File: config.mk
export PLATFORM = sky130hd
export DESIGN_NAME = melody_tone_sequencer
export DESIGN_NICKNAME = d
export VERILOG_FILES = /design/src/rtl/mts_pkg.sv /design/src/rtl/mts_dur.sv /design/src/rtl/mts_core.sv /design/src/rtl/melody_tone_sequencer.sv
export SDC_FILE = /design/constraint.sdc
export NUM_CORES = 1
export LEC_CHECK = 0
export BUFFER_PORTS_ARGS = -buffer_cell sky130_fd_sc_hd__buf_2
export CAP_MARGIN = 20
export CORE_ASPECT_RATIO = 1.25
export CORE_MARGIN = 10
export CORE_UTILIZATION = 66
export CTS_BUF_LIST = sky130_fd_sc_hd__clkbuf_8
export DETAILED_ROUTE_END_ITERATION = 7
export GPL_TIMING_DRIVEN = 1
export MAX_ROUTING_LAYER = met4
export PLACE_DENSITY = 0.84
export SYNTH_ARGS = -nofsm -noshare
export SYNTH_HDL_FRONTEND = slang
export SYNTH_HIERARCHICAL = 1
export SYNTH_SLANG_ARGS = --single-unit
File: constraint.sdc
create_clock -name clock -period 21.7 [get_ports clock]
set_input_delay 1.085 -clock clock [delete_from_list [all_inputs] [get_ports clock]]
set_output_delay 1.085 -clock clock [all_outputs]
set_load 0.005 [all_outputs]
File: src/rtl/mts_pkg.sv
// shared types, constants and melody tables for the melody tone sequencer
// no dependencies; imported by every module under rtl
`default_nettype none

package mts_pkg;

   // request and result payloads
   typedef struct packed {
      logic [3:0] game_state;
      logic [1:0] difficulty;
      logic       music_on;
      logic       error_beep;
   } req_type;

   typedef struct packed {
      logic [10:0] tone_hz;
      logic [2:0]  song_id;
      logic [4:0]  note_index;
   } rsp_type;

   // configuration registers
   typedef struct packed {
      logic [11:0] whole_note_ms;
      logic [9:0]  tempo_step_ms;
      logic [15:0] end_hold_ms;
      logic [11:0] beep_hz;
      logic [11:0] beep_ms;
   } cfg_type;

   localparam logic [2:0] CSR_WHOLE_NOTE = 3'd0;
   localparam logic [2:0] CSR_TEMPO_STEP = 3'd1;
   localparam logic [2:0] CSR_END_HOLD   = 3'd2;
   localparam logic [2:0] CSR_BEEP_HZ    = 3'd3;
   localparam logic [2:0] CSR_BEEP_MS    = 3'd4;

   localparam logic [11:0] RST_WHOLE_NOTE = 12'd1000;
   localparam logic [9:0]  RST_TEMPO_STEP = 10'd250;
   localparam logic [15:0] RST_END_HOLD   = 16'd2000;
   localparam logic [11:0] RST_BEEP_HZ    = 12'd150;
   localparam logic [11:0] RST_BEEP_MS    = 12'd150;

   // game states
   localparam logic [3:0] GS_COUNTDOWN = 4'd3;
   localparam logic [3:0] GS_PLAYING   = 4'd4;
   localparam logic [3:0] GS_LOSS      = 4'd5;
   localparam logic [3:0] GS_WIN       = 4'd6;
   localparam logic [3:0] GS_END       = 4'd7;
   localparam logic [3:0] GS_READJUST  = 4'd8;

   // melody ids
   localparam logic [2:0] SONG_NONE  = 3'd0;
   localparam logic [2:0] SONG_BG    = 3'd1;
   localparam logic [2:0] SONG_COUNT = 3'd2;
   localparam logic [2:0] SONG_GAME  = 3'd3;
   localparam logic [2:0] SONG_WIN   = 3'd4;
   localparam logic [2:0] SONG_LOSS  = 3'd5;

   localparam logic [4:0] LEN_BG    = 5'd16;
   localparam logic [4:0] LEN_COUNT = 5'd7;
   localparam logic [4:0] LEN_GAME  = 5'd20;
   localparam logic [4:0] LEN_WIN   = 5'd16;
   localparam logic [4:0] LEN_LOSS  = 5'd8;

   localparam logic [10:0] TONE_SILENT = 11'd0;
   localparam logic [10:0] TONE_MAX    = 11'd2047;

   // x / 10 == (x * 0xCCCD) >> 19, exact for x below 2**18
   localparam logic [15:0] RECIP_TEN   = 16'hCCCD;
   localparam int unsigned RECIP_SHIFT = 19;

   // play phase, one-hot
   typedef enum logic [3:0] {
      PH_BOUNDARY = 4'b0001,
      PH_NOTE     = 4'b0010,
      PH_BEEP     = 4'b0100,
      PH_HOLD     = 4'b1000
   } phase_type;

   typedef struct packed {
      phase_type  phase;
      logic       beep_pending;
      logic [4:0] note_pos;
   } status_type;

   // one note: pitch and log2 of the note divisor
   typedef struct packed {
      logic [10:0] hz;
      logic [1:0]  div_shift;
   } note_type;

   localparam note_type BG_ROM [16] = '{
      '{11'd330, 2'd2}, '{11'd415, 2'd3}, '{11'd330, 2'd2}, '{11'd494, 2'd2},
      '{11'd440, 2'd3}, '{11'd415, 2'd3}, '{11'd440, 2'd1}, '{11'd330, 2'd2},
      '{11'd330, 2'd2}, '{11'd415, 2'd3}, '{11'd330, 2'd2}, '{11'd494, 2'd2},
      '{11'd523, 2'd3}, '{11'd494, 2'd3}, '{11'd440, 2'd1}, '{TONE_SILENT, 2'd2}};

   localparam note_type COUNT_ROM [7] = '{
      '{11'd330, 2'd2}, '{TONE_SILENT, 2'd2}, '{11'd330, 2'd2}, '{TONE_SILENT, 2'd2},
      '{11'd330, 2'd2}, '{TONE_SILENT, 2'd2}, '{11'd880, 2'd1}};

   localparam note_type GAME_ROM [20] = '{
      '{11'd659, 2'd2}, '{11'd494, 2'd3}, '{11'd523, 2'd3}, '{11'd587, 2'd2},
      '{11'd523, 2'd3}, '{11'd494, 2'd3}, '{11'd440, 2'd2}, '{11'd440, 2'd3},
      '{11'd523, 2'd3}, '{11'd659, 2'd2}, '{11'd587, 2'd3}, '{11'd523, 2'd3},
      '{11'd494, 2'd2}, '{11'd523, 2'd3}, '{11'd587, 2'd2}, '{11'd659, 2'd2},
      '{11'd523, 2'd2}, '{11'd440, 2'd2}, '{11'd440, 2'd2}, '{TONE_SILENT, 2'd2}};

   localparam note_type WIN_ROM [16] = '{
      '{11'd659, 2'd3}, '{11'd784, 2'd3}, '{11'd1047, 2'd3}, '{11'd784, 2'd3},
      '{11'd659, 2'd3}, '{11'd784, 2'd3}, '{11'd1047, 2'd3}, '{11'd784, 2'd3},
      '{11'd698, 2'd3}, '{11'd880, 2'd3}, '{11'd1175, 2'd3}, '{11'd880, 2'd3},
      '{11'd698, 2'd3}, '{11'd880, 2'd3}, '{11'd1175, 2'd3}, '{11'd880, 2'd3}};

   localparam note_type LOSS_ROM [8] = '{
      '{11'd440, 2'd1}, '{11'd349, 2'd1}, '{11'd330, 2'd1}, '{11'd294, 2'd2},
      '{11'd330, 2'd2}, '{11'd349, 2'd2}, '{11'd330, 2'd0}, '{TONE_SILENT, 2'd1}};

   function automatic logic [4:0] song_len(input logic [2:0] song);
      logic [4:0] len;
      case (song)
         SONG_COUNT: len = LEN_COUNT;
         SONG_GAME:  len = LEN_GAME;
         SONG_WIN:   len = LEN_WIN;
         SONG_LOSS:  len = LEN_LOSS;
         default:    len = LEN_BG;
      endcase
      return len;
   endfunction

   // position is always below the melody length here
   function automatic note_type note_lookup(input logic [2:0] song, input logic [4:0] pos);
      note_type n;
      case (song)
         SONG_COUNT: n = COUNT_ROM[pos[2:0]];
         SONG_GAME:  n = GAME_ROM[pos];
         SONG_WIN:   n = WIN_ROM[pos[3:0]];
         SONG_LOSS:  n = LOSS_ROM[pos[2:0]];
         default:    n = BG_ROM[pos[3:0]];
      endcase
      return n;
   endfunction

endpackage

`default_nettype wire

File: src/rtl/mts_dur.sv
// note timing: tempo, sounding length and total slot length of one note
// depends on mts_pkg
`default_nettype none

module mts_dur (
   input  logic [11:0] whole_note_ms,
   input  logic [9:0]  tempo_step_ms,
   input  logic [1:0]  difficulty,
   input  logic        game_tune,
   input  logic [1:0]  div_shift,
   output logic [11:0] sound_ms,
   output logic [12:0] gap_ms
);
   import mts_pkg::*;

   logic [11:0] step_total;
   logic [11:0] tempo;
   logic [11:0] dur;
   logic [13:0] triple;
   logic [29:0] prod;
   logic [10:0] tenth;

   // at most 3 * 1023, fits in 12 bits
   assign step_total = {2'b00, tempo_step_ms} * {10'd0, difficulty};

   always_comb begin
      tempo = whole_note_ms;
      if (game_tune) begin
         tempo = (whole_note_ms > step_total) ? (whole_note_ms - step_total) : 12'd1;
      end
   end

   assign dur = tempo >> div_shift;

   // dur * 13 / 10 == dur + (3 * dur) / 10
   assign triple = {2'b00, dur} + {1'b0, dur, 1'b0};
   assign prod   = 30'(triple) * 30'(RECIP_TEN);
   assign tenth  = 11'(prod >> RECIP_SHIFT);

   assign sound_ms = dur;
   assign gap_ms   = {1'b0, dur} + {2'b00, tenth};

endmodule

`default_nettype wire

File: src/rtl/mts_core.sv
// sequencer state and per-tick update: song selection, note, beep and hold
// depends on mts_pkg and mts_dur
`default_nettype none

module mts_core (
   input  logic               clock,
   input  logic               reset,
   input  logic               step,
   input  mts_pkg::req_type   item,
   input  mts_pkg::cfg_type   cfg,
   output mts_pkg::rsp_type   rsp,
   output mts_pkg::status_type status
);
   import mts_pkg::*;

   typedef struct packed {
      logic [2:0]  cur_song;
      logic [2:0]  last_song;
      logic [4:0]  note_pos;
      phase_type   phase;
      logic [15:0] ms_cnt;
      logic [11:0] sound_ms;
      logic [12:0] gap_ms;
      logic        beep_pending;
   } seq_state_type;

   seq_state_type state_ff;
   seq_state_type state_in;

   logic        boundary;
   logic [2:0]  sel_song;
   logic [2:0]  sel_last;
   logic [4:0]  sel_pos;
   logic [2:0]  want;
   note_type    note;
   logic [11:0] dur_sound;
   logic [12:0] dur_gap;
   logic        mismatch;
   logic [11:0] beep_len;
   logic [10:0] beep_tone;
   logic        hold_off;
   logic [10:0] tone;
   logic [2:0]  out_song;
   logic [4:0]  out_note;

   function automatic seq_state_type advance_note(input seq_state_type s, input logic no_hold);
      seq_state_type r;
      logic [4:0]    nxt;
      r        = s;
      nxt      = s.note_pos + 5'd1;
      r.ms_cnt = '0;
      r.phase  = PH_BOUNDARY;
      if (nxt >= song_len(s.cur_song)) begin
         r.note_pos = '0;
         if ((s.cur_song == SONG_WIN || s.cur_song == SONG_LOSS) && !no_hold) begin
            r.phase = PH_HOLD;
         end
      end else begin
         r.note_pos = nxt;
      end
      return r;
   endfunction

   assign boundary = item.music_on && (state_ff.phase == PH_BOUNDARY);

   // melody selection at a note boundary, otherwise the stored song
   always_comb begin
      sel_last = state_ff.last_song;
      case (item.game_state)
         GS_COUNTDOWN: want = SONG_COUNT;
         GS_PLAYING:   want = SONG_GAME;
         GS_LOSS: begin
            want     = SONG_LOSS;
            sel_last = SONG_LOSS;
         end
         GS_WIN: begin
            want     = SONG_WIN;
            sel_last = SONG_WIN;
         end
         GS_END, GS_READJUST: want = state_ff.last_song;
         default: want = SONG_BG;
      endcase
      sel_song = state_ff.cur_song;
      sel_pos  = state_ff.note_pos;
      if (boundary) begin
         if (want != state_ff.cur_song) begin
            sel_song = want;
            sel_pos  = '0;
         end
         if (sel_pos >= song_len(sel_song)) begin
            sel_pos = '0;
         end
      end else begin
         sel_last = state_ff.last_song;
      end
   end

   assign note = note_lookup(sel_song, sel_pos);

   mts_dur u_dur (
      .whole_note_ms (cfg.whole_note_ms),
      .tempo_step_ms (cfg.tempo_step_ms),
      .difficulty    (item.difficulty),
      .game_tune     (sel_song == SONG_GAME),
      .div_shift     (note.div_shift),
      .sound_ms      (dur_sound),
      .gap_ms        (dur_gap)
   );

   assign mismatch  = (item.game_state == GS_PLAYING && sel_song != SONG_GAME) ||
                      (item.game_state == GS_WIN     && sel_song != SONG_WIN)  ||
                      (item.game_state == GS_LOSS    && sel_song != SONG_LOSS);
   assign beep_len  = (cfg.beep_ms == '0) ? 12'd1 : cfg.beep_ms;
   assign beep_tone = cfg.beep_hz[11] ? TONE_MAX : cfg.beep_hz[10:0];
   assign hold_off  = (cfg.end_hold_ms == '0);

   always_comb begin
      state_in              = state_ff;
      state_in.beep_pending = state_ff.beep_pending | item.error_beep;
      tone                  = TONE_SILENT;
      out_song              = state_ff.cur_song;
      out_note              = state_ff.note_pos;
      if (item.music_on) begin
         if (boundary) begin
            state_in.cur_song  = sel_song;
            state_in.last_song = sel_last;
            state_in.note_pos  = sel_pos;
            state_in.sound_ms  = dur_sound;
            state_in.gap_ms    = dur_gap;
            state_in.ms_cnt    = '0;
            state_in.phase     = PH_NOTE;
         end
         out_song = state_in.cur_song;
         out_note = state_in.note_pos;

         if (state_in.phase == PH_NOTE) begin
            if (state_in.beep_pending) begin
               state_in.phase  = PH_BEEP;
               state_in.ms_cnt = '0;
            end else if (mismatch) begin
               state_in = advance_note(state_in, hold_off);
            end else begin
               if (state_in.ms_cnt < {4'd0, state_in.sound_ms}) begin
                  tone = note.hz;
               end
               state_in.ms_cnt = state_in.ms_cnt + 16'd1;
               if (state_in.ms_cnt >= {3'd0, state_in.gap_ms}) begin
                  state_in = advance_note(state_in, hold_off);
               end
            end
         end

         if (state_in.phase == PH_BEEP) begin
            tone            = beep_tone;
            state_in.ms_cnt = state_in.ms_cnt + 16'd1;
            if (state_in.ms_cnt >= {4'd0, beep_len}) begin
               state_in.beep_pending = 1'b0;
               state_in = advance_note(state_in, hold_off);
            end
         end else if (state_in.phase == PH_HOLD && out_note == state_in.note_pos &&
                      state_in.ms_cnt < cfg.end_hold_ms) begin
            // hold does not count on the tick that entered it
            state_in.ms_cnt = state_in.ms_cnt + 16'd1;
            if (state_in.ms_cnt >= cfg.end_hold_ms) begin
               state_in.ms_cnt = '0;
               state_in.phase  = PH_BOUNDARY;
            end
         end
      end
   end

   always_ff @(posedge clock) begin
      if (reset) begin
         state_ff.cur_song     <= SONG_NONE;
         state_ff.last_song    <= SONG_WIN;
         state_ff.note_pos     <= '0;
         state_ff.phase        <= PH_BOUNDARY;
         state_ff.ms_cnt       <= '0;
         state_ff.sound_ms     <= '0;
         state_ff.gap_ms       <= '0;
         state_ff.beep_pending <= 1'b0;
      end else if (step) begin
         state_ff <= state_in;
      end
   end

   assign rsp.tone_hz    = tone;
   assign rsp.song_id    = out_song;
   assign rsp.note_index = out_note;

   assign status.phase        = state_ff.phase;
   assign status.beep_pending = state_ff.beep_pending;
   assign status.note_pos     = state_ff.note_pos;

endmodule

`default_nettype wire

File: src/rtl/melody_tone_sequencer.sv
// top level of the buzzer melody tone sequencer: handshakes, csr bank, registers
// depends on mts_pkg and mts_core
`default_nettype none

// Buzzer melody sequencer advanced by one request per 1 ms tick. Each request
// carries the game state, difficulty, music enable and an error-beep request;
// each one yields exactly one response with the tone to drive for that
// millisecond (0 is silent), the current melody id and the note position.
// The melody is picked from the game state among five built-in tunes; each
// note sounds for whole_note_ms / divisor ms (the game tune speeds up by
// tempo_step_ms per difficulty level, never below 1 ms) and its slot lasts
// 13/10 of that. An error beep is latched until the next note tick and then
// replaces the rest of that note. Win and loss tunes are followed by
// end_hold_ms of silence. With music off the output is silent and the
// sequence holds in place.
// Throughput is one request per clock while rsp_stall does not back up the
// registers: the request register feeds a single pass of update logic whose
// longest path is the tempo subtract, the divide-by-ten constant multiply and
// the slot-length compare, and the response register takes the result. A
// request sits first in the request register, then in the response register;
// a stalled response can keep it in the request register. The response
// register parts the two sides: while a response waits on rsp_stall, one
// more request is still taken, and req_stall rises only when both are full.
// Csr writes (csr_index 0..4 in register order) are always ready and must
// only be issued while no request is in flight; other indexes are ignored.

module melody_tone_sequencer (
   input  logic             clock,
   input  logic             reset,
   // request channel
   input  logic             req_valid,
   output logic             req_stall,
   input  mts_pkg::req_type req_data,
   // response channel
   output logic             rsp_valid,
   input  logic             rsp_stall,
   output mts_pkg::rsp_type rsp_data,
   // csr write channel
   input  logic             csr_valid,
   output logic             csr_ready,
   input  logic [2:0]       csr_index,
   input  logic [15:0]      csr_data
);
   import mts_pkg::*;

   // request register
   logic       in_valid_ff;
   logic       in_valid_in;
   req_type    in_data_ff;

   // response register
   logic       rsp_valid_ff;
   logic       rsp_valid_in;
   rsp_type    rsp_data_ff;

   // csr bank
   cfg_type    cfg_ff;
   cfg_type    cfg_in;

   logic       req_accept;
   logic       step_en;
   rsp_type    core_rsp;
   status_type core_status;

   // the held request moves on whenever the response slot is free or drains
   assign step_en    = in_valid_ff && (!rsp_valid_ff || !rsp_stall);
   assign req_stall  = in_valid_ff && !step_en;
   assign req_accept = req_valid && !req_stall;

   always_comb begin
      in_valid_in = in_valid_ff;
      if (req_accept) begin
         in_valid_in = 1'b1;
      end else if (step_en) begin
         in_valid_in = 1'b0;
      end
   end

   always_comb begin
      rsp_valid_in = rsp_valid_ff;
      if (step_en) begin
         rsp_valid_in = 1'b1;
      end else if (!rsp_stall) begin
         rsp_valid_in = 1'b0;
      end
   end

   always_ff @(posedge clock) begin
      if (reset) begin
         in_valid_ff  <= 1'b0;
         rsp_valid_ff <= 1'b0;
      end else begin
         in_valid_ff  <= in_valid_in;
         rsp_valid_ff <= rsp_valid_in;
      end
   end

   always_ff @(posedge clock) begin
      if (req_accept) begin
         in_data_ff <= req_data;
      end
      if (step_en) begin
         rsp_data_ff <= core_rsp;
      end
   end

   // csr writes, one register per index
   assign csr_ready = 1'b1;

   always_comb begin
      cfg_in = cfg_ff;
      if (csr_valid && csr_ready) begin
         case (csr_index)
            CSR_WHOLE_NOTE: cfg_in.whole_note_ms = csr_data[11:0];
            CSR_TEMPO_STEP: cfg_in.tempo_step_ms = csr_data[9:0];
            CSR_END_HOLD:   cfg_in.end_hold_ms   = csr_data;
            CSR_BEEP_HZ:    cfg_in.beep_hz       = csr_data[11:0];
            CSR_BEEP_MS:    cfg_in.beep_ms       = csr_data[11:0];
            default:        cfg_in               = cfg_ff;
         endcase
      end
   end

   always_ff @(posedge clock) begin
      if (reset) begin
         cfg_ff.whole_note_ms <= RST_WHOLE_NOTE;
         cfg_ff.tempo_step_ms <= RST_TEMPO_STEP;
         cfg_ff.end_hold_ms   <= RST_END_HOLD;
         cfg_ff.beep_hz       <= RST_BEEP_HZ;
         cfg_ff.beep_ms       <= RST_BEEP_MS;
      end else begin
         cfg_ff <= cfg_in;
      end
   end

   // per-tick sequencer update
   mts_core u_core (
      .clock  (clock),
      .reset  (reset),
      .step   (step_en),
      .item   (in_data_ff),
      .cfg    (cfg_ff),
      .rsp    (core_rsp),
      .status (core_status)
   );

   assign rsp_valid = rsp_valid_ff;
   assign rsp_data  = rsp_data_ff;

   // a processed request always lands in the response register
   a_step_fills_rsp: assert property (@(posedge clock) disable iff (reset)
      step_en |=> rsp_valid_ff)
      else $error("processed request did not produce a response");

   // a held request that cannot move stays put
   a_held_req_stays: assert property (@(posedge clock) disable iff (reset)
      (in_valid_ff && !step_en) |=> (in_valid_ff && $stable(in_data_ff)))
      else $error("held request lost or changed");

   // the beep phase only runs with a latched beep
   a_beep_latched: assert property (@(posedge clock) disable iff (reset)
      (core_status.phase == PH_BEEP) |-> core_status.beep_pending)
      else $error("beep phase without pending beep");

   // the end hold always sits at the start of the melody
   a_hold_at_start: assert property (@(posedge clock) disable iff (reset)
      (core_status.phase == PH_HOLD) |-> (core_status.note_pos == '0))
      else $error("end hold with nonzero note position");

endmodule

`default_nettype wire
-- After elaboration in Yosys (flattened, before gate mapping)
Memories as Yosys holds them, arrays and structs flattened.
Index checks and enable logic that the tools add are counted.
- bitwise gates (word level): 4
- add/subtract/negate cells: 7
- eq/ne operators: 35
- $mul: 2
- shift operators: 1
- $lt $le $gt $ge: 13
- mux-type cells: 75
- reductions and logical operators: 32
- operators by type and width (kind ; count):
    $mux 51 ; 4
    $mux 13 ; 10
    $mux 5 ; 23
    $mux 56 ; 2
    $mux 20 ; 4
    $mux 11 ; 6
    $mux 57 ; 1
    $mux 26 ; 2
    $pmux 13 s4 ; 1
    $pmux 5 s3 ; 3
    $mux 12 ; 3
    $add 16x1->16 const B ; 2
    $eq 3x2->1 const B ; 10
    $mul 14x16->30 const B ; 1
    $eq 3x3->1 const B ; 8
    $eq 4x3->1 const B ; 5
    $ge 5x5->1 ; 4
    $mux 4 ; 5
    $ge 16x12->1 ; 1
    $ge 16x13->1 ; 1
    $ge 16x16->1 ; 1
    $logic_not 16->1 ; 1
    $lt 16x12->1 ; 1
    $lt 16x16->1 ; 1
    other kinds (35) ; 69
- output and inout port bits: 22
- memories kept: 5
- input bits: 32
- flip-flop bits (word level): 148
- bits in read-only memories: 1040
- memory list (name ; words ; width ; rd ports ; clocked after memory_dff ; wr ports ; RTL line ; text):
    (no name shown) ; 32 ; 13 ; 1 ; 0 ; 0 ; mts_pkg.sv:135 ; SONG_GAME: n = GAME_ROM[pos];
    (no name shown) ; 16 ; 13 ; 1 ; 0 ; 0 ; mts_pkg.sv:138 ; default: n = BG_ROM[pos[3:0]];
    (no name shown) ; 16 ; 13 ; 1 ; 0 ; 0 ; mts_pkg.sv:136 ; SONG_WIN: n = WIN_ROM[pos[3:0]];
    (no name shown) ; 8 ; 13 ; 1 ; 0 ; 0 ; mts_pkg.sv:137 ; SONG_LOSS: n = LOSS_ROM[pos[2:0]];
    (no name shown) ; 8 ; 13 ; 1 ; 0 ; 0 ; mts_pkg.sv:134 ; SONG_COUNT: n = COUNT_ROM[pos[2:0]];

-- Depth between registers and ports, before layout
Gate-level depths: netlist of run 1.
- depth after elaboration: 47
- gate-level depth with buffers: 101
- gate-level depth less buffers: 96

-- Cells and area by module
The synthesis of run 1 kept the hierarchy.
- modules (own cells, without submodules) (module ; area an instance (um^2) ; sequential area each (um^2) ; instances ; cells an instance):
    mts_core ; 7688.6 ; 1121.1 ; 1 ; 1063
    mts_dur ; 5880.6 ; 0.0 ; 1 ; 705
    melody_tone_sequencer ; 3404.5 ; 2092.0 ; 1 ; 275

-- Worst setup path before layout of run 1
No wires, ideal clock.
- path type: register to register
- start point: register in_data_ff[4] (netlist name)
- end point: register u_core.state_ff, in the netlist u_core/status[3]
- required time: 21.630 ns
- clock period less this slack: 18.700 ns
- buffers on the path: 4
- library setup time: 0.070 ns
- arrival: 18.630 ns
- setup slack: 3.000 ns
- stages on the path, launching flop included: 96
- cells stage by stage: edfxtp_1 -> buf_6 -> or4b_4 -> a21oi_2 -> o22ai_1 -> o211a_1 -> and2_1 -> ha_1 -> a21boi_0 -> o21ai_0 -> a21oi_1 -> o31ai_2 -> clkbuf_1 -> and2_1 -> ha_1 -> inv_1 -> o21ai_0 -> o21ai_0 -> [60 not listed] -> ha_1 -> o21a_1 -> nand2_1 -> nor3_1 -> a22oi_2 -> and4b_1 -> nand2_1 -> xnor2_1 -> ha_1 -> a2111o_1 -> o22ai_1 -> a21oi_1 -> nor2_1 -> mux2i_1 -> o41ai_2 -> buf_6 -> mux2_1 -> a21oi_1
- RTL lines (item ; RTL line ; text):
    start, declared ; melody_tone_sequencer.sv:49 ; req_type in_data_ff;
    start signal, assigned ; melody_tone_sequencer.sv:100 ; in_data_ff <= req_data;
    end signal, assigned ; mts_core.sv:183 ; state_ff <= state_in;
    end, declared ; mts_core.sv:27 ; seq_state_type state_ff;

==> results of run 1 <==
[state kept, by name (all words and copies together), names as in the netlist]
name / count
u_core/status: 10
in_data_ff: 8
cfg_ff: 62
in_valid_ff: 1
rsp_data: 19
u_core/state_ff: 46
rsp_valid: 1
[how the worst max path moves through the flow]
| stage | end | slack [ps] |
|---|---|---|
| finish | u_core/state_ff[30]$_SDFFE_PP0P_ | 1470 |
| global route | u_core/state_ff[30]$_SDFFE_PP0P_ | -60 |
| CTS | u_core/state_ff[30]$_SDFFE_PP0P_ | 490 |
| detailed placement | u_core/state_ff[29]$_SDFFE_PP0P_ | 560 |
| global placement | u_core/state_ff[34]$_SDFFE_PP0P_ | 1360 |
| floorplan | u_core/status[3]$_SDFFE_PP0P_ | 3000 |
[final cells by class]
cell class	instances	share of cell area, %
Tap cell	335	2.34
Timing Repair Buffer	82	2.75
Inverter	207	4.35
Clock buffer	17	1.31
Sequential cell	147	18.0
Multi-Input combinational cell	1594	70.3
Clock inverter	15	0.951
[per-layer routing]
| metal | part of all wire, % | wire (um) | vias up | track usage (%) |
|---|---|---|---|---|
| met5 | 0 | 0 | - | - |
| met4 | 6.3 | 3220 | 0 | 18.5 |
| met3 | 4.8 | 2460 | 189 | 3.66 |
| met2 | 51 | 25800 | 575 | 55.6 |
| met1 | 38 | 19600 | 7332 | 34.7 |
| li1 | - | - | 7218 | - |
[worst register-to-register path, delay by kind of cell, from the launching register on]
kind / cells / cell delay [ps]
AOI/OAI and AO/OA: 45 / 8390
buffers and inverters: 12 / 1590
xor gates and xnor gates: 4 / 740
and+or+nand+nor: 15 / 3160
muxes: 2 / 360
adders and majority gates: 14 / 5410
DFF: 1 / 530
[layout by cell type, fill, tap and decap left out, types with 43 or more instances in the layout]
cell      instances
nor2_1          171
mux2i_1          94
nand2b_1         69
o21ai_0          89
inv_1           203
dfxtp_1         120
buf_2            51
and2_1           43
xnor2_1          46
a21oi_1         115
fa_1             56
ha_1            246
nand2_1         131
[through the flow]
stage	worst slack [ps]	std cells
final	1470	2397
after floorplan	3000	2033
after detailed placement	560	2354
after CTS	491	2386
after global placement	1360	2354
after global routing	-57.4	2397
[repair_timing]
action / 4_1_cts / 5_1_grt
setup endpoints to repair: 0 / 25
buffers inserted: 0 / 10
gates resized for setup: 0 / 14
==> key figures, run 1 <==
STA
  • Min Hold Slack: 470 ps
  • Clock Skew: 15.5 ps
  • Final hold vios: 0
  • Slew Limit Fails: 0
  • FMAX: a little under 0.05 GHz
  • Post-route clock period utilization: between 90 and 100%
  • Slew HR: 26.6%
  • Least-Margin Pin Slew: approximately 1100 ps
  • Setup violators final: 0
  • Post-route minimum period: 20,230 ps
  • Fin Setup TNS: 0 ps

Routing
  • ANT nets after route: 0
  • Drt initial violations: 1,169
  • Pre-antenna DRT Iters: 8
  • Vias: 15,314
  • Final WL: between 50,000 and 60,000 um
  • Routed length per instance: 21.3 um
  • # DRC: 0
  • Vias/cell: 6.39

Setup path
  • Critical Path Stages: between 90 and 100
  • Critical Path Source Type: register
  • Top Family by Delay on Critical Path: compound AO/OA/AOI/OAI gates
  • Reg2reg start: in_data_ff[5]$_DFFE_PP_
  • Critical Path Sink Type: register
  • Crit path top cell by count: a21oi_1
  • Slowest CP cell: fa_1
  • Crit. Startpoint: in_data_ff[5]$_DFFE_PP_
  • Required @ worst endpoint: 22,100 ps
  • Worst reg-to-reg setup slack: 1470 ps
  • Critical path arrival: 20,630 ps
  • Worst reg-to-reg path cell count: 92
  • Worst path max stage delay: 720 ps
  • Worst path bufs/invs: 12
  • CP Class: register to register
  • Reg2reg end: u_core/state_ff[30]$_SDFFE_PP0P_
  • Crit-path max FO: 26

Placed design
  • Dpl cell area: 17,400 sq um
  • Input/output buffers: 52
  • Post-DP HPWL: 40,700 um
  • Routability Congestion: between 1 and 1.5

Floorplanning
  • Boundary pin count: 54
  • Initial Utilization: 67.0%
  • Die area: 32,400 sq um
  • Die height: 199 um
  • FP Rows: 65
  • Core area: 25,200 sq um
  • Die width: 163 um

Global routing
  • First-pass GRT wire length: 80,500 um
  • Initial antenna violation count: 0
  • Number of global-route vias before repair: between 15,000 and 20,000
  • Pin count of the biggest net entering global routing: 78
  • Total track usage: 32.0%
  • GR Overflow Total: 0

Worst hold path
  • Worst hold path depth: 2
  • Worst hold endpoint: u_core/state_ff[14]$_SDFFE_PP0P_
  • Hold Path Origin: u_core/state_ff[14]$_SDFFE_PP0P_
  • HP Class: register to register

Yosys
  • Yosys Warn Count: 6
  • Cells after Synth: between 2,000 and 2,500
  • Syn_nets: about 2,400
  • Post-synthesis instance area: 16,900 sq um
  • Syn avg cell area: 8.31 sq um

Clock tree
  • Clock root cell: clkbuf_8
  • Hold_buf cts: 0
  • Inserted Clock Buffers: 17
  • Worst-path clk slew: 90 ps
  • Clock tree sinks: 147
  • CTS tree: done
  • Clock Latency Late Sink: 480 ps
  • Htree depth: 4
  • Clock buffer depth: 2

Cells and area
  • Register area: 3210 sq um
  • Fillers: approximately 2,100
  • Area grow syn2layout: 5.92%
  • Final Core Density: 71.0%
  • Layout cells sized above 1: between 8 and 9%
  • # diodes: 0
  • Multi-input logic area: between 10,000 and 15,000 sq um
  • Nets: 2,383
  • Final Instance Area: around 18,000 sq um

Status
  • Status: complete, no violations

Job
  • Total of max-cap violations: 0
Power of run 1 is left out: the tool's default activity adds up to more than one toggle a clock period on the data nets, which glitch-free logic cannot reach.
==> run 2, diff against run 1 <==
PLACE_DENSITY = 0.85   (was 0.84)
==> run 2 against run 1 <==
Against the previous run: wire length decreased by 1.5%; via count is 0.41% lower; first-iteration DRC count grew 15%; worst hold slack improved by 0.62 ps; cell area is essentially flat; die area unchanged; worst setup slack better by 140 ps; critical path depth grew 1; count of clock-buffer cells in the layout stayed put; critical endpoint unchanged; highest routed layer unchanged.
==> key figures, run 2 (same netlist as run 1, synthesis figures left out) <==
Status
  • Status: complete, no violations

Clock tree
  • Inserted Clock Buffers: 17
  • Clock root cell: clkbuf_8
  • Clock tree sinks: 147
  • CTS tree: done
  • Htree depth: 4
  • Hold_buf cts: 0
  • Worst-path clk slew: 100 ps
  • Clock buffer depth: 2
  • Clock Latency Late Sink: 490 ps

Routing
  • Final WL: approximately 50,000 um
  • Routed length per instance: 21.0 um
  • Drt initial violations: 1,341
  • ANT nets after route: 0
  • Pre-antenna DRT Iters: 5
  • Vias: 15,251
  • # DRC: 0
  • Vias/cell: 6.35

Setup path
  • Crit. Startpoint: in_data_ff[5]$_DFFE_PP_
  • Worst path max stage delay: between 600 and 700 ps
  • Critical path arrival: just over 20,000 ps
  • Critical Path Source Type: register
  • Critical Path Stages: 93
  • Worst reg-to-reg setup slack: roughly 1600 ps
  • Worst Setup EP: u_core/state_ff[30]$_SDFFE_PP0P_
  • Worst reg-to-reg path cell count: 93
  • Slowest CP cell: fa_2
  • Crit-path max FO: 27
  • Reg2reg end: u_core/state_ff[30]$_SDFFE_PP0P_
  • Required @ worst endpoint: 22,100 ps
  • CP Class: register to register
  • Reg2reg start: in_data_ff[5]$_DFFE_PP_
  • Critical Path Sink Type: register
  • Top Family by Delay on Critical Path: compound AO/OA/AOI/OAI gates
  • Worst path bufs/invs: 12

Floorplanning
  • Die height: roughly 200 um
  • Die area: 32,400 sq um
  • Die width: 163 um
  • Core area: around 25,000 sq um
  • FP Rows: 65
  • Initial Utilization: 67.0%
  • Boundary pin count: 54

STA
  • Slew Limit Fails: 0
  • Post-route clock period utilization: 92.6%
  • Slew HR: 26.5%
  • FMAX: 0.0498 GHz
  • Final hold vios: 0
  • Setup violators final: 0
  • Fin Setup TNS: 0 ps
  • Post-route minimum period: between 20,000 and 25,000 ps
  • Clock Skew: 23.3 ps
  • Least-Margin Pin Slew: between 1000 and 1500 ps

Global routing
  • First-pass GRT wire length: 79,400 um
  • Total track usage: 31.5%
  • GR Overflow Total: 0
  • Number of global-route vias before repair: 15,191
  • Initial antenna violation count: 0
  • Pin count of the biggest net entering global routing: 110

Worst hold path
  • HP Class: register to register

Cells and area
  • # diodes: 0
  • Fillers: 2,096
  • Most frequent cells in the layout: ha_1, inv_1, nor2_1
  • Layout cells sized above 1: 9.10%
  • Nets: 2,388
  • Area grow syn2layout: 5.95%
  • Biggest register: cfg_ff
  • Leading cell type in the layout, fill and taps excluded: ha_1
  • Max reg flops: 62

Placed design
  • Routability Congestion: 1.01
  • Post-DP HPWL: around 40,000 um
  • Input/output buffers: 52

Job
  • Total of max-cap violations: 0
==> run 2: cell count changes in the layout (fill, tap and decap cells not counted), moves of 2 or more <==
cell	previous run	this run
inv_6	7	1
ha_1	246	244
clkinv_2	2	5
ha_2	0	2
buf_4	28	32
==> run 2: per-layer routing <==
metal  up-vias  part of all wire (%)  track usage [%]
met5         -                     0                -
met4         0                   5.7             18.5
met3       172                   4.8             3.16
met2       615                    51             54.8
li1       7218                     -                -
met1      7246                    39             34.3
==> run 2: metrics by stage <==
stage | hold slack [ps] | worst slack (ps) | utilization [%] | instances | area (sq um)
global placement | 442 | 1260 | 68.9 | 2357 | 17400
finish | 471 | 1600 | 71.0 | 2402 | 17900
global route | 493 | -29.7 | 71.0 | 2402 | 17900
detailed placement | 450 | 610 | 68.9 | 2357 | 17400
CTS | 461 | 477 | 70.4 | 2389 | 17800
floorplan | 427 | 3000 | - | 2033 | 16900
==> run 2: tightest hold or removal path, delay by kind of cell, from the launching register on <==
family	cells	cell delay (ps)
compound gates	1	50
flops	1	320
simple gates	1	50
==> run 2: worst min path at each step <==
stage	start	end	slack, ps	cells past startpoint
final	u_core/state_ff[14]$_SDFFE_PP0P_	u_core/state_ff[14]$_SDFFE_PP0P_	470	2
after global routing	u_core/state_ff[14]$_SDFFE_PP0P_	u_core/state_ff[14]$_SDFFE_PP0P_	490	2
after CTS	u_core/state_ff[14]$_SDFFE_PP0P_	u_core/state_ff[14]$_SDFFE_PP0P_	460	2
after detailed placement	u_core/state_ff[14]$_SDFFE_PP0P_	u_core/state_ff[14]$_SDFFE_PP0P_	450	2
after global placement	u_core/state_ff[1]$_SDFFE_PP0P_	u_core/state_ff[1]$_SDFFE_PP0P_	440	2
after floorplan	u_core/state_ff[53]$_SDFFE_PP1P_	u_core/state_ff[53]$_SDFFE_PP1P_	430	2
==> run 2: what timing repair did <==
| item | 4_1_cts | 5_1_grt |
|---|---|---|
| buffers inserted | 0 | 12 |
| setup endpoints to repair | 0 | 25 |
| gates resized for setup | 0 | 18 |
==> run 2: area by class of cell <==
class	count	area (sq um)	area share [%]
clock buffers	17	234	1.31
repair buffers	87	528	2.95
well taps	335	419	2.34
flip-flops and latches	147	3210	17.9
multi-input cells	1594	12600	70.3
inverters	207	778	4.35
clock inverters	15	143	0.797
Power of run 2 is left out for the same reason.
